==> src/sv/tofstd_pkg.sv <==
// Shared types, constants and command codes for the time-of-flight slot sequencer.
`default_nettype none

package tofstd_pkg;

    localparam int SLOTS_DEFAULT = 4;

    localparam int CMD_W      = 2;
    localparam int OVF_W      = 24;
    localparam int TMR_W      = 16;
    localparam int SEQ_W      = 8;
    localparam int BYTE_W     = 8;
    localparam int BIDX_W     = 5;
    localparam int DELAY_W    = 11;
    localparam int DIFF_W     = 24;
    localparam int STAMP_W    = 32;
    localparam int SLOT_W     = 4;
    localparam int TICK_W     = 8;
    localparam int CFG_IDX_W  = 1;
    localparam int CFG_DATA_W = 8;

    localparam int S_TDATA_W = OVF_W + TMR_W + SEQ_W;
    localparam int M_TDATA_W = BYTE_W + BIDX_W + DELAY_W;

    localparam logic [CMD_W-1:0] CMD_START   = 2'd0;
    localparam logic [CMD_W-1:0] CMD_TICK    = 2'd1;
    localparam logic [CMD_W-1:0] CMD_EDGE    = 2'd2;
    localparam logic [CMD_W-1:0] CMD_TIMEOUT = 2'd3;

    localparam logic [CFG_IDX_W-1:0] REG_STATION_ID = 1'd0;
    localparam logic [CFG_IDX_W-1:0] REG_SLOT_TICKS = 1'd1;

    localparam logic [STAMP_W-1:0] DIFF_LIMIT   = 32'd941177;
    localparam logic [DIFF_W-1:0]  DIFF_INVALID = 24'hFFFFFF;

    localparam logic [CFG_DATA_W-1:0] STATION_ID_RESET = 8'd1;
    localparam logic [CFG_DATA_W-1:0] SLOT_TICKS_RESET = 8'd18;

    // One request to the shared adder: result = a + b, or a - b when sub is set.
    typedef struct packed {
        logic [STAMP_W-1:0] a;
        logic [STAMP_W-1:0] b;
        logic               sub;
    } alu_req_t;

endpackage

`default_nettype wire

==> src/sv/tof_slot_time_difference_unit.sv <==
// Top level of the time-of-flight slot sequencer and report frame generator.
//
// This block takes one event transaction at a time on the s_ channel and writes
// report frame bytes on the m_ channel. Start, tick, timeout and unarmed edge
// transactions are accepted directly in the idle state. An armed ultrasonic edge
// keeps the block busy while both timestamps and their difference are worked
// out in five steps of one shared 32-bit adder and the result is stored. A
// report (after the edge in the last slot, or after a timeout) first computes
// the send delay on that same adder and then streams one frame byte per cycle,
// 2 + 3*SLOTS bytes, while the sink keeps m_tready high; the block accepts no
// new event until the last byte has been loaded into the output register. A
// finished byte waits in that register, so the next event can be taken while
// the final byte is still pending.
`default_nettype none

module tof_slot_time_difference_unit #(
    parameter int SLOTS = tofstd_pkg::SLOTS_DEFAULT
) (
    input  logic                                 aclk,
    input  logic                                 aresetn,
    // Configuration write port.
    input  logic                                 cfg_wr_en,
    input  logic [tofstd_pkg::CFG_IDX_W-1:0]     cfg_index,
    input  logic [tofstd_pkg::CFG_DATA_W-1:0]    cfg_data,
    // Event input channel.
    input  logic                                 s_tvalid,
    output logic                                 s_tready,
    // Fields from bit 0 up: overflow_count[23:0], timer_count[39:24],
    // sequence_req[47:40].
    input  logic [tofstd_pkg::S_TDATA_W-1:0]     s_tdata,
    // Fields from bit 0 up: cmd[1:0].
    input  logic [tofstd_pkg::CMD_W-1:0]         s_tuser,
    // Report byte output channel.
    output logic                                 m_tvalid,
    input  logic                                 m_tready,
    // Fields from bit 0 up: frame_byte[7:0], byte_index[12:8], send_delay[23:13].
    output logic [tofstd_pkg::M_TDATA_W-1:0]     m_tdata,
    // Marks the last byte of the report frame.
    output logic                                 m_tlast
);
    import tofstd_pkg::*;

    localparam int IDXW   = (SLOTS > 1) ? $clog2(SLOTS) : 1;
    localparam int NBYTES = 2 + 3 * SLOTS;
    localparam logic [SLOT_W-1:0] LAST_SLOT = SLOT_W'(SLOTS);
    localparam logic [BIDX_W-1:0] LAST_BYTE = BIDX_W'(NBYTES - 1);

    // Sequencer states.
    localparam logic [3:0] ST_IDLE  = 4'd0;
    localparam logic [3:0] ST_EVT_A = 4'd1;  // event overflow * 10240
    localparam logic [3:0] ST_EVT_B = 4'd2;  // plus event timer
    localparam logic [3:0] ST_REF_A = 4'd3;  // reference overflow * 10240
    localparam logic [3:0] ST_REF_B = 4'd4;  // plus reference timer
    localparam logic [3:0] ST_DIFF  = 4'd5;  // event minus reference
    localparam logic [3:0] ST_STORE = 4'd6;  // clamp and store the difference
    localparam logic [3:0] ST_DELAY = 4'd7;  // send delay for the report
    localparam logic [3:0] ST_RPT   = 4'd8;  // stream the frame bytes

    logic [3:0]            state_reg, state_next;

    logic [CFG_DATA_W-1:0] station_id_reg;
    logic [CFG_DATA_W-1:0] slot_ticks_reg;

    logic [SLOT_W-1:0]     slot_reg;
    logic [TICK_W-1:0]     tick_count_reg;
    logic                  running_reg;
    logic                  armed_reg;
    logic [OVF_W-1:0]      ref_ovf_reg;
    logic [TMR_W-1:0]      ref_tmr_reg;
    logic [SEQ_W-1:0]      seq_latch_reg;
    logic [DIFF_W-1:0]     diff_reg [SLOTS];

    // Captured fields of the edge being processed.
    logic [OVF_W-1:0]      evt_ovf_reg;
    logic [TMR_W-1:0]      evt_tmr_reg;

    logic [STAMP_W-1:0]    acc_reg;
    logic [STAMP_W-1:0]    ref_acc_reg;
    logic [DELAY_W-1:0]    delay_reg;

    // Frame position: byte counter, difference slot and byte within it.
    logic [BIDX_W-1:0]     byte_cnt_reg;
    logic [IDXW-1:0]       dsel_reg;
    logic [1:0]            part_reg;

    logic                  m_valid_reg;
    logic [BYTE_W-1:0]     m_byte_reg;
    logic [BIDX_W-1:0]     m_bidx_reg;
    logic [DELAY_W-1:0]    m_delay_reg;
    logic                  m_last_reg;

    alu_req_t              alu_req;
    logic [STAMP_W-1:0]    alu_result;

    logic [CMD_W-1:0]      in_cmd;
    logic [OVF_W-1:0]      in_ovf;
    logic [TMR_W-1:0]      in_tmr;
    logic [SEQ_W-1:0]      in_seq;
    logic                  s_fire;

    logic [TICK_W-1:0]     tick_inc;
    logic [SLOT_W-1:0]     slot_inc;
    logic [SLOT_W-1:0]     slot_m1;
    logic [IDXW-1:0]       store_idx;
    logic [CFG_DATA_W-1:0] id_m1;
    logic [DIFF_W-1:0]     store_val;
    logic                  out_load;
    logic [BYTE_W-1:0]     rpt_byte;
    logic [DIFF_W-1:0]     rpt_diff;

    assign in_ovf = s_tdata[OVF_W-1:0];
    assign in_tmr = s_tdata[OVF_W+TMR_W-1:OVF_W];
    assign in_seq = s_tdata[S_TDATA_W-1:OVF_W+TMR_W];
    assign in_cmd = s_tuser;

    assign s_tready = (state_reg == ST_IDLE);
    assign s_fire   = s_tvalid && s_tready;

    assign tick_inc  = tick_count_reg + 1'b1;
    assign slot_inc  = slot_reg + 1'b1;
    assign slot_m1   = slot_reg - 1'b1;
    assign store_idx = slot_m1[IDXW-1:0];
    assign id_m1     = station_id_reg - 1'b1;

    // The output register takes a new byte when it is empty or being drained.
    assign out_load = (state_reg == ST_RPT) && (!m_valid_reg || m_tready);

    // Operand selection for the shared adder. 10240 is 2^13 + 2^11.
    always_comb begin
        alu_req.a   = acc_reg;
        alu_req.b   = ref_acc_reg;
        alu_req.sub = 1'b0;
        case (state_reg)
            ST_EVT_A: begin
                alu_req.a = {evt_ovf_reg[STAMP_W-14:0], 13'd0};
                alu_req.b = {evt_ovf_reg[STAMP_W-12:0], 11'd0};
            end
            ST_EVT_B: begin
                alu_req.a = acc_reg;
                alu_req.b = {{(STAMP_W-TMR_W){1'b0}}, evt_tmr_reg};
            end
            ST_REF_A: begin
                alu_req.a = {ref_ovf_reg[STAMP_W-14:0], 13'd0};
                alu_req.b = {ref_ovf_reg[STAMP_W-12:0], 11'd0};
            end
            ST_REF_B: begin
                alu_req.a = ref_acc_reg;
                alu_req.b = {{(STAMP_W-TMR_W){1'b0}}, ref_tmr_reg};
            end
            ST_DIFF: begin
                alu_req.a   = acc_reg;
                alu_req.b   = ref_acc_reg;
                alu_req.sub = 1'b1;
            end
            ST_DELAY: begin
                // Five times (id - 1) as (id - 1) * 4 + (id - 1).
                alu_req.a = {{(STAMP_W-CFG_DATA_W-2){1'b0}}, id_m1, 2'd0};
                alu_req.b = {{(STAMP_W-CFG_DATA_W){1'b0}}, id_m1};
            end
            default: begin
                alu_req.a   = acc_reg;
                alu_req.b   = ref_acc_reg;
                alu_req.sub = 1'b0;
            end
        endcase
    end

    tofstd_alu u_alu (
        .req    (alu_req),
        .result (alu_result)
    );

    // A capture of all zeros stands for a missed edge and stores zero.
    always_comb begin
        if (evt_ovf_reg == '0 && evt_tmr_reg == '0) begin
            store_val = '0;
        end else if (acc_reg[STAMP_W-1] || acc_reg > DIFF_LIMIT) begin
            store_val = DIFF_INVALID;
        end else begin
            store_val = acc_reg[DIFF_W-1:0];
        end
    end

    assign rpt_diff = diff_reg[dsel_reg];

    always_comb begin
        if (byte_cnt_reg == '0) begin
            rpt_byte = seq_latch_reg;
        end else if (byte_cnt_reg == BIDX_W'(1)) begin
            rpt_byte = station_id_reg;
        end else begin
            case (part_reg)
                2'd0:    rpt_byte = rpt_diff[23:16];
                2'd1:    rpt_byte = rpt_diff[15:8];
                default: rpt_byte = rpt_diff[7:0];
            endcase
        end
    end

    always_comb begin
        state_next = state_reg;
        case (state_reg)
            ST_IDLE: begin
                if (s_fire && in_cmd == CMD_EDGE && armed_reg) begin
                    state_next = ST_EVT_A;
                end else if (s_fire && in_cmd == CMD_TIMEOUT) begin
                    state_next = ST_DELAY;
                end
            end
            ST_EVT_A: state_next = ST_EVT_B;
            ST_EVT_B: state_next = ST_REF_A;
            ST_REF_A: state_next = ST_REF_B;
            ST_REF_B: state_next = ST_DIFF;
            ST_DIFF:  state_next = ST_STORE;
            ST_STORE: state_next = (slot_reg == LAST_SLOT) ? ST_DELAY : ST_IDLE;
            ST_DELAY: state_next = ST_RPT;
            ST_RPT: begin
                if (out_load && byte_cnt_reg == LAST_BYTE) begin
                    state_next = ST_IDLE;
                end
            end
            default: state_next = ST_IDLE;
        endcase
    end

    always_ff @(posedge aclk) begin
        if (!aresetn) begin
            state_reg      <= ST_IDLE;
            station_id_reg <= STATION_ID_RESET;
            slot_ticks_reg <= SLOT_TICKS_RESET;
            slot_reg       <= SLOT_W'(1);
            tick_count_reg <= '0;
            running_reg    <= 1'b0;
            armed_reg      <= 1'b0;
            ref_ovf_reg    <= '0;
            ref_tmr_reg    <= '0;
            seq_latch_reg  <= '0;
            for (int i = 0; i < SLOTS; i++) begin
                diff_reg[i] <= '0;
            end
            m_valid_reg    <= 1'b0;
        end else begin
            state_reg <= state_next;

            if (cfg_wr_en) begin
                case (cfg_index)
                    REG_STATION_ID: station_id_reg <= cfg_data;
                    REG_SLOT_TICKS: slot_ticks_reg <= cfg_data;
                    default: ;
                endcase
            end

            if (s_fire) begin
                case (in_cmd)
                    CMD_START: begin
                        running_reg   <= 1'b1;
                        ref_ovf_reg   <= in_ovf;
                        ref_tmr_reg   <= in_tmr;
                        armed_reg     <= 1'b1;
                        slot_reg      <= SLOT_W'(1);
                        seq_latch_reg <= in_seq;
                    end
                    CMD_TICK: begin
                        if (running_reg) begin
                            if (tick_inc == slot_ticks_reg) begin
                                tick_count_reg <= '0;
                                ref_ovf_reg    <= in_ovf;
                                ref_tmr_reg    <= in_tmr;
                                armed_reg      <= 1'b1;
                                slot_reg       <= slot_inc;
                                if (slot_inc == LAST_SLOT) begin
                                    running_reg <= 1'b0;
                                end
                            end else begin
                                tick_count_reg <= tick_inc;
                            end
                        end
                    end
                    CMD_EDGE: begin
                        armed_reg <= 1'b0;
                    end
                    default: ;
                endcase
            end

            if (state_reg == ST_STORE) begin
                if (slot_reg != '0 && slot_reg <= LAST_SLOT) begin
                    diff_reg[store_idx] <= store_val;
                end
                ref_ovf_reg <= '0;
                ref_tmr_reg <= '0;
            end

            // Differences clear once the last byte has left the frame counter.
            if (out_load && byte_cnt_reg == LAST_BYTE) begin
                for (int i = 0; i < SLOTS; i++) begin
                    diff_reg[i] <= '0;
                end
            end

            if (out_load) begin
                m_valid_reg <= 1'b1;
            end else if (m_tready) begin
                m_valid_reg <= 1'b0;
            end
        end
    end

    // Datapath registers without reset.
    always_ff @(posedge aclk) begin
        if (s_fire) begin
            evt_ovf_reg <= in_ovf;
            evt_tmr_reg <= in_tmr;
        end

        case (state_reg)
            ST_EVT_A, ST_EVT_B, ST_DIFF: acc_reg <= alu_result;
            ST_REF_A, ST_REF_B:          ref_acc_reg <= alu_result;
            ST_DELAY: begin
                delay_reg    <= (station_id_reg == '0) ? '0 : alu_result[DELAY_W-1:0];
                byte_cnt_reg <= '0;
                dsel_reg     <= '0;
                part_reg     <= '0;
            end
            default: ;
        endcase

        if (out_load) begin
            m_byte_reg   <= rpt_byte;
            m_bidx_reg   <= byte_cnt_reg;
            m_delay_reg  <= delay_reg;
            m_last_reg   <= (byte_cnt_reg == LAST_BYTE);
            byte_cnt_reg <= byte_cnt_reg + 1'b1;
            if (byte_cnt_reg >= BIDX_W'(2)) begin
                if (part_reg == 2'd2) begin
                    part_reg <= '0;
                    dsel_reg <= dsel_reg + 1'b1;
                end else begin
                    part_reg <= part_reg + 1'b1;
                end
            end
        end
    end

    assign m_tvalid = m_valid_reg;
    assign m_tdata  = {m_delay_reg, m_bidx_reg, m_byte_reg};
    assign m_tlast  = m_last_reg;

endmodule

`default_nettype wire

==> src/sv/tofstd_alu.sv <==
// Shared 32-bit add/subtract unit used by the sequencer for the timestamp, difference and send delay steps.
`default_nettype none

module tofstd_alu (
    input  tofstd_pkg::alu_req_t            req,
    output logic [tofstd_pkg::STAMP_W-1:0]  result
);
    import tofstd_pkg::*;

    always_comb begin
        if (req.sub) begin
            result = req.a - req.b;
        end else begin
            result = req.a + req.b;
        end
    end

endmodule

`default_nettype wire

==> config.mk <==
export PLATFORM = sky130hd
export DESIGN_NAME = tof_slot_time_difference_unit
export DESIGN_NICKNAME = d
export VERILOG_FILES = /design/src/sv/tofstd_pkg.sv /design/src/sv/tof_slot_time_difference_unit.sv /design/src/sv/tofstd_alu.sv
export SDC_FILE = /design/constraint.sdc
export NUM_CORES = 1
export LEC_CHECK = 0
export BUFFER_PORTS_ARGS = -buffer_cell sky130_fd_sc_hd__buf_2
export CAP_MARGIN = 25
export CELL_PAD_IN_SITES_DETAIL_PLACEMENT = 0
export CELL_PAD_IN_SITES_GLOBAL_PLACEMENT = 1
export CORE_UTILIZATION = 49
export CTS_BUF_LIST = sky130_fd_sc_hd__clkbuf_16
export CTS_CLUSTER_SIZE = 16
export DETAILED_ROUTE_END_ITERATION = 8
export GPL_TIMING_DRIVEN = 0
export PLACE_DENSITY = 0.78
export SYNTH_ARGS = -nofsm -noshare
export SYNTH_HDL_FRONTEND = slang
export SYNTH_SLANG_ARGS = --single-unit
==> constraint.sdc <==
create_clock -name aclk -period 5.7 [get_ports aclk]
set_input_delay 0.57 -clock aclk [delete_from_list [all_inputs] [get_ports aclk]]
set_output_delay 0.57 -clock aclk [all_outputs]
set_load 0.02 [all_outputs]
==> metrics.txt <==
setup violation total in the final timing report 0; Max Fanout on Critical Path 10; clock tree from TritonCTS done; placed instance area 17500 um2; Relative slew margins a little over a third; slowest stage delay, CP ~0.45 ns; Worst Path Buf+Inv 2; flip-flop count of the largest register after layout between 90 and 100; classification of the worst-slack hold path in -> reg; Final HPWL DP a little over 30 mm; later-pin clock latency in the skew report between 0.5 and 0.6 ns; GRT Resource Usage Total approximately a quarter; quantity of I/O buffers inserted on ports 90; standard-cell row count 66; required time worst endpoint 5.97 ns; total CTS buffers 37; Fin. Hold Viols 0; Clock H-tree levels 2; kind of critical path reg -> reg; CTS root buf sky130_fd_sc_hd__clkbuf_16; final critical-path share of the clock period a little over nine tenths; area of all placed cells without fillers approximately 19000 um2; clock input transition at the sequential cells of the worst setup and hold paths 0.06 ns; slowest cell on the critical path sky130_fd_sc_hd__or4_1; final-layout fill cell count 2825; DR WL/cell just over 20 um; largest net degree at the start of global routing 42; leakage power figure approximately 7 nW; remaining routing DRC violations 0; kind of end point of the critical path flop; Max-Cap Viols 0; maximum buffer depth of the clock tree 3; first-pass GRT wire length approximately 66 mm; syn_nets roughly 1.6k; worst supply voltage drop on vdd a little over 0.6 mV; count of inserted antenna diode cells 0; Place WS -0.447 ns; gp weighted congestion roughly 0.94; cell type group with the largest total delay on the critical path compound AO/OA/AOI/OAI gates; Pre-antenna DRT Iters 9; number of pins with negative max-slew slack in the final report 0; Placeable Area around 33000 um2; reg-to-reg slack, setup about 0.25 ns; final WL 43.0 mm; Cell Chain, Critical Path buf_6 > xor2_2 > a211o_1 > buf_4 > a222oi_1 > ha_1 > nor3b_2 > and2_2 > nand2_1 > o21ai_0 > xnor2_1 > ha_1 > a21oi_1 > o21ai_0 > nand2b_1 > o311ai_4 > o31ai_1 > or4_1 > a31o_2 > a21oi_1 > xnor2_1; initial antenna violation count 0; number of synthesized register bits approximately 330; global-route congestion overflow total 0; post-synth design cell area between 15000 and 20000 um2; Die Height around 180 um; Primary FF master, synth sky130_fd_sc_hd__edfxtp_1; share of async-settable or async-resettable flops after synthesis 0%; PwrDens roughly 670 nW/um2; IO Pins 91; net count reported at finish 1753; synthesized netlist cell count 1495; result of the run finished clean; vias post-DR approximately 12k; initial detailed-routing violation count 873; Synth Warn # 0; worst-margin pin slew between 0.9 and 1 ns; TritonCTS Sinks ~330; via count of the first global-routing pass 11.7k; FMAX around 0.18 GHz; final hold slack 0.214 ns; count of different cell masters after synthesis 73; average cell area after synthesis between 10 and 15 um2; clock skew after layout between 0.02 and 0.03 ns; overall die area between 30000 and 40000 um2; count of flip-flops with a built-in enable after synthesis about 240; arrival time at the worst endpoint 5.72 ns; mean number of vias per cell ~5.8; PnR Total Power roughly 0.013 W; storage element area ~9000 um2; remaining antenna violation count 0; area of the multi-input gates 7170 um2; clock period minus final worst setup slack between 5 and 6 ns; effective utilization at floorplan 50.0%; Chip Width about 180 um; synthesis-to-layout area growth 15.1%; type of origin of the critical path flop; ratio of cells with drive above 1 in the final layout between 10% and 20%; Final WS setup approximately 0.25 ns; sequential element share of the synthesized area approximately 55%
## layout by cell type, fill, tap and decap left out, drive strengths merged, types with 45 or more instances in the layout
master    n
o21ai    74
a21oi   111
clkbuf   99
edfxtp  241
nand2   184
xnor2    50
nor2    181
mux2i    45
buf     116
dfxtp    84
ha       49
## final timing paths
| kind | from | endpoint | cells past startpoint |
|---|---|---|---|
| worst max-delay path | state_reg[0] | ref_acc_reg[29] | 21 |
| worst min-delay path | s_tdata[22] | evt_ovf_reg[22] | 1 |
| worst min register to register | delay_reg[4] | m_delay_reg[4] | 0 |
| worst max register to register | state_reg[0] | ref_acc_reg[29] | 21 |
## through the flow
| step | utilization, % | TNS [ns] | std cells |
|---|---|---|---|
| 2_1_floorplan | - | 0 | 1495 |
| 3_3_place_gp | 53.1 | -2.05 | 2027 |
| 3_5_place_dp | 53.6 | -1.64 | 2035 |
| 4_1_cts | 57.2 | 0 | 2103 |
| 5_1_grt | 57.5 | -0.0754 | 2108 |
| 6_report | 57.5 | 0 | 2108 |
## power by group
| group | leakage (nW) | internal, W | switching, W | total, W |
|---|---|---|---|---|
| clock | 0.577 | 0.00126 | 0.000946 | 0.00220 |
| sequential | 3.01 | 0.00371 | 0.000313 | 0.00403 |
| combinational | 3.40 | 0.00255 | 0.00384 | 0.00640 |
| total | 6.99 | 0.00752 | 0.00510 | 0.0126 |
## synthesized netlist by cell type (all sizes together) (9+ instances only)
library cell | count | area [um2]
buf | 16 | 75.1
a21boi | 23 | 173
nor4 | 17 | 113
xor2 | 30 | 263
a221o | 28 | 280
xnor2 | 50 | 438
o21ai | 74 | 370
mux2i | 45 | 450
clkbuf | 56 | 210
inv | 22 | 82.6
nand3 | 25 | 125
mux4 | 24 | 541
nor2b | 29 | 181
nand4 | 11 | 68.8
nand2 | 184 | 691
nor3 | 20 | 100
dfxtp | 84 | 1680
a21o | 17 | 128
nand2b | 16 | 100
a22o | 11 | 96.3
edfxtp | 241 | 7240
a21oi | 111 | 556
o31ai | 9 | 81.3
nor2 | 181 | 679
ha | 49 | 613
or3 | 10 | 72.6
## final cells by class
type / count / share of cell area (%)
Inverter: 22 / 0.459
Multi-Input combinational cell: 1076 / 38.1
Buffer: 72 / 1.59
Clock inverter: 28 / 0.878
Clock buffer: 38 / 5.05
Timing Repair Buffer: 105 / 3.56
Sequential cell: 325 / 47.4
Tap cell: 442 / 2.94
## routing by layer
metal  GRT usage, %  part of all wire (%)
met4           8.03                   2.7
met1           35.5                    45
met3           3.22                   5.6
met5              0                     0
met2           41.7                    47
## cell families (layout without fill, tap and decap cells)
family                     Yosys count  after routing  share of synthesized area, %
AOI/OAI and AO/OA                  334            334                          13.5
xor gates and xnor gates            80             80                          4.28
adders and majority gates           50             50                          3.87
buffers and inverters               94            265                          2.25
DFF                                325            325                          54.5
muxes                               72             72                          6.27
and+or+nand+nor                    540            540                          15.3
## what timing repair did
| action | 4_1_cts | 5_1_grt |
|---|---|---|
| pin swaps | 0 | 2 |
| hold buffers | 0 | 0 |
| gates resized for setup | 6 | 23 |
| buffers inserted | 2 | 5 |
| endpoints found under the setup margin | 6 | 12 |
No activity file was read; power rests on OpenSTA's default activity.
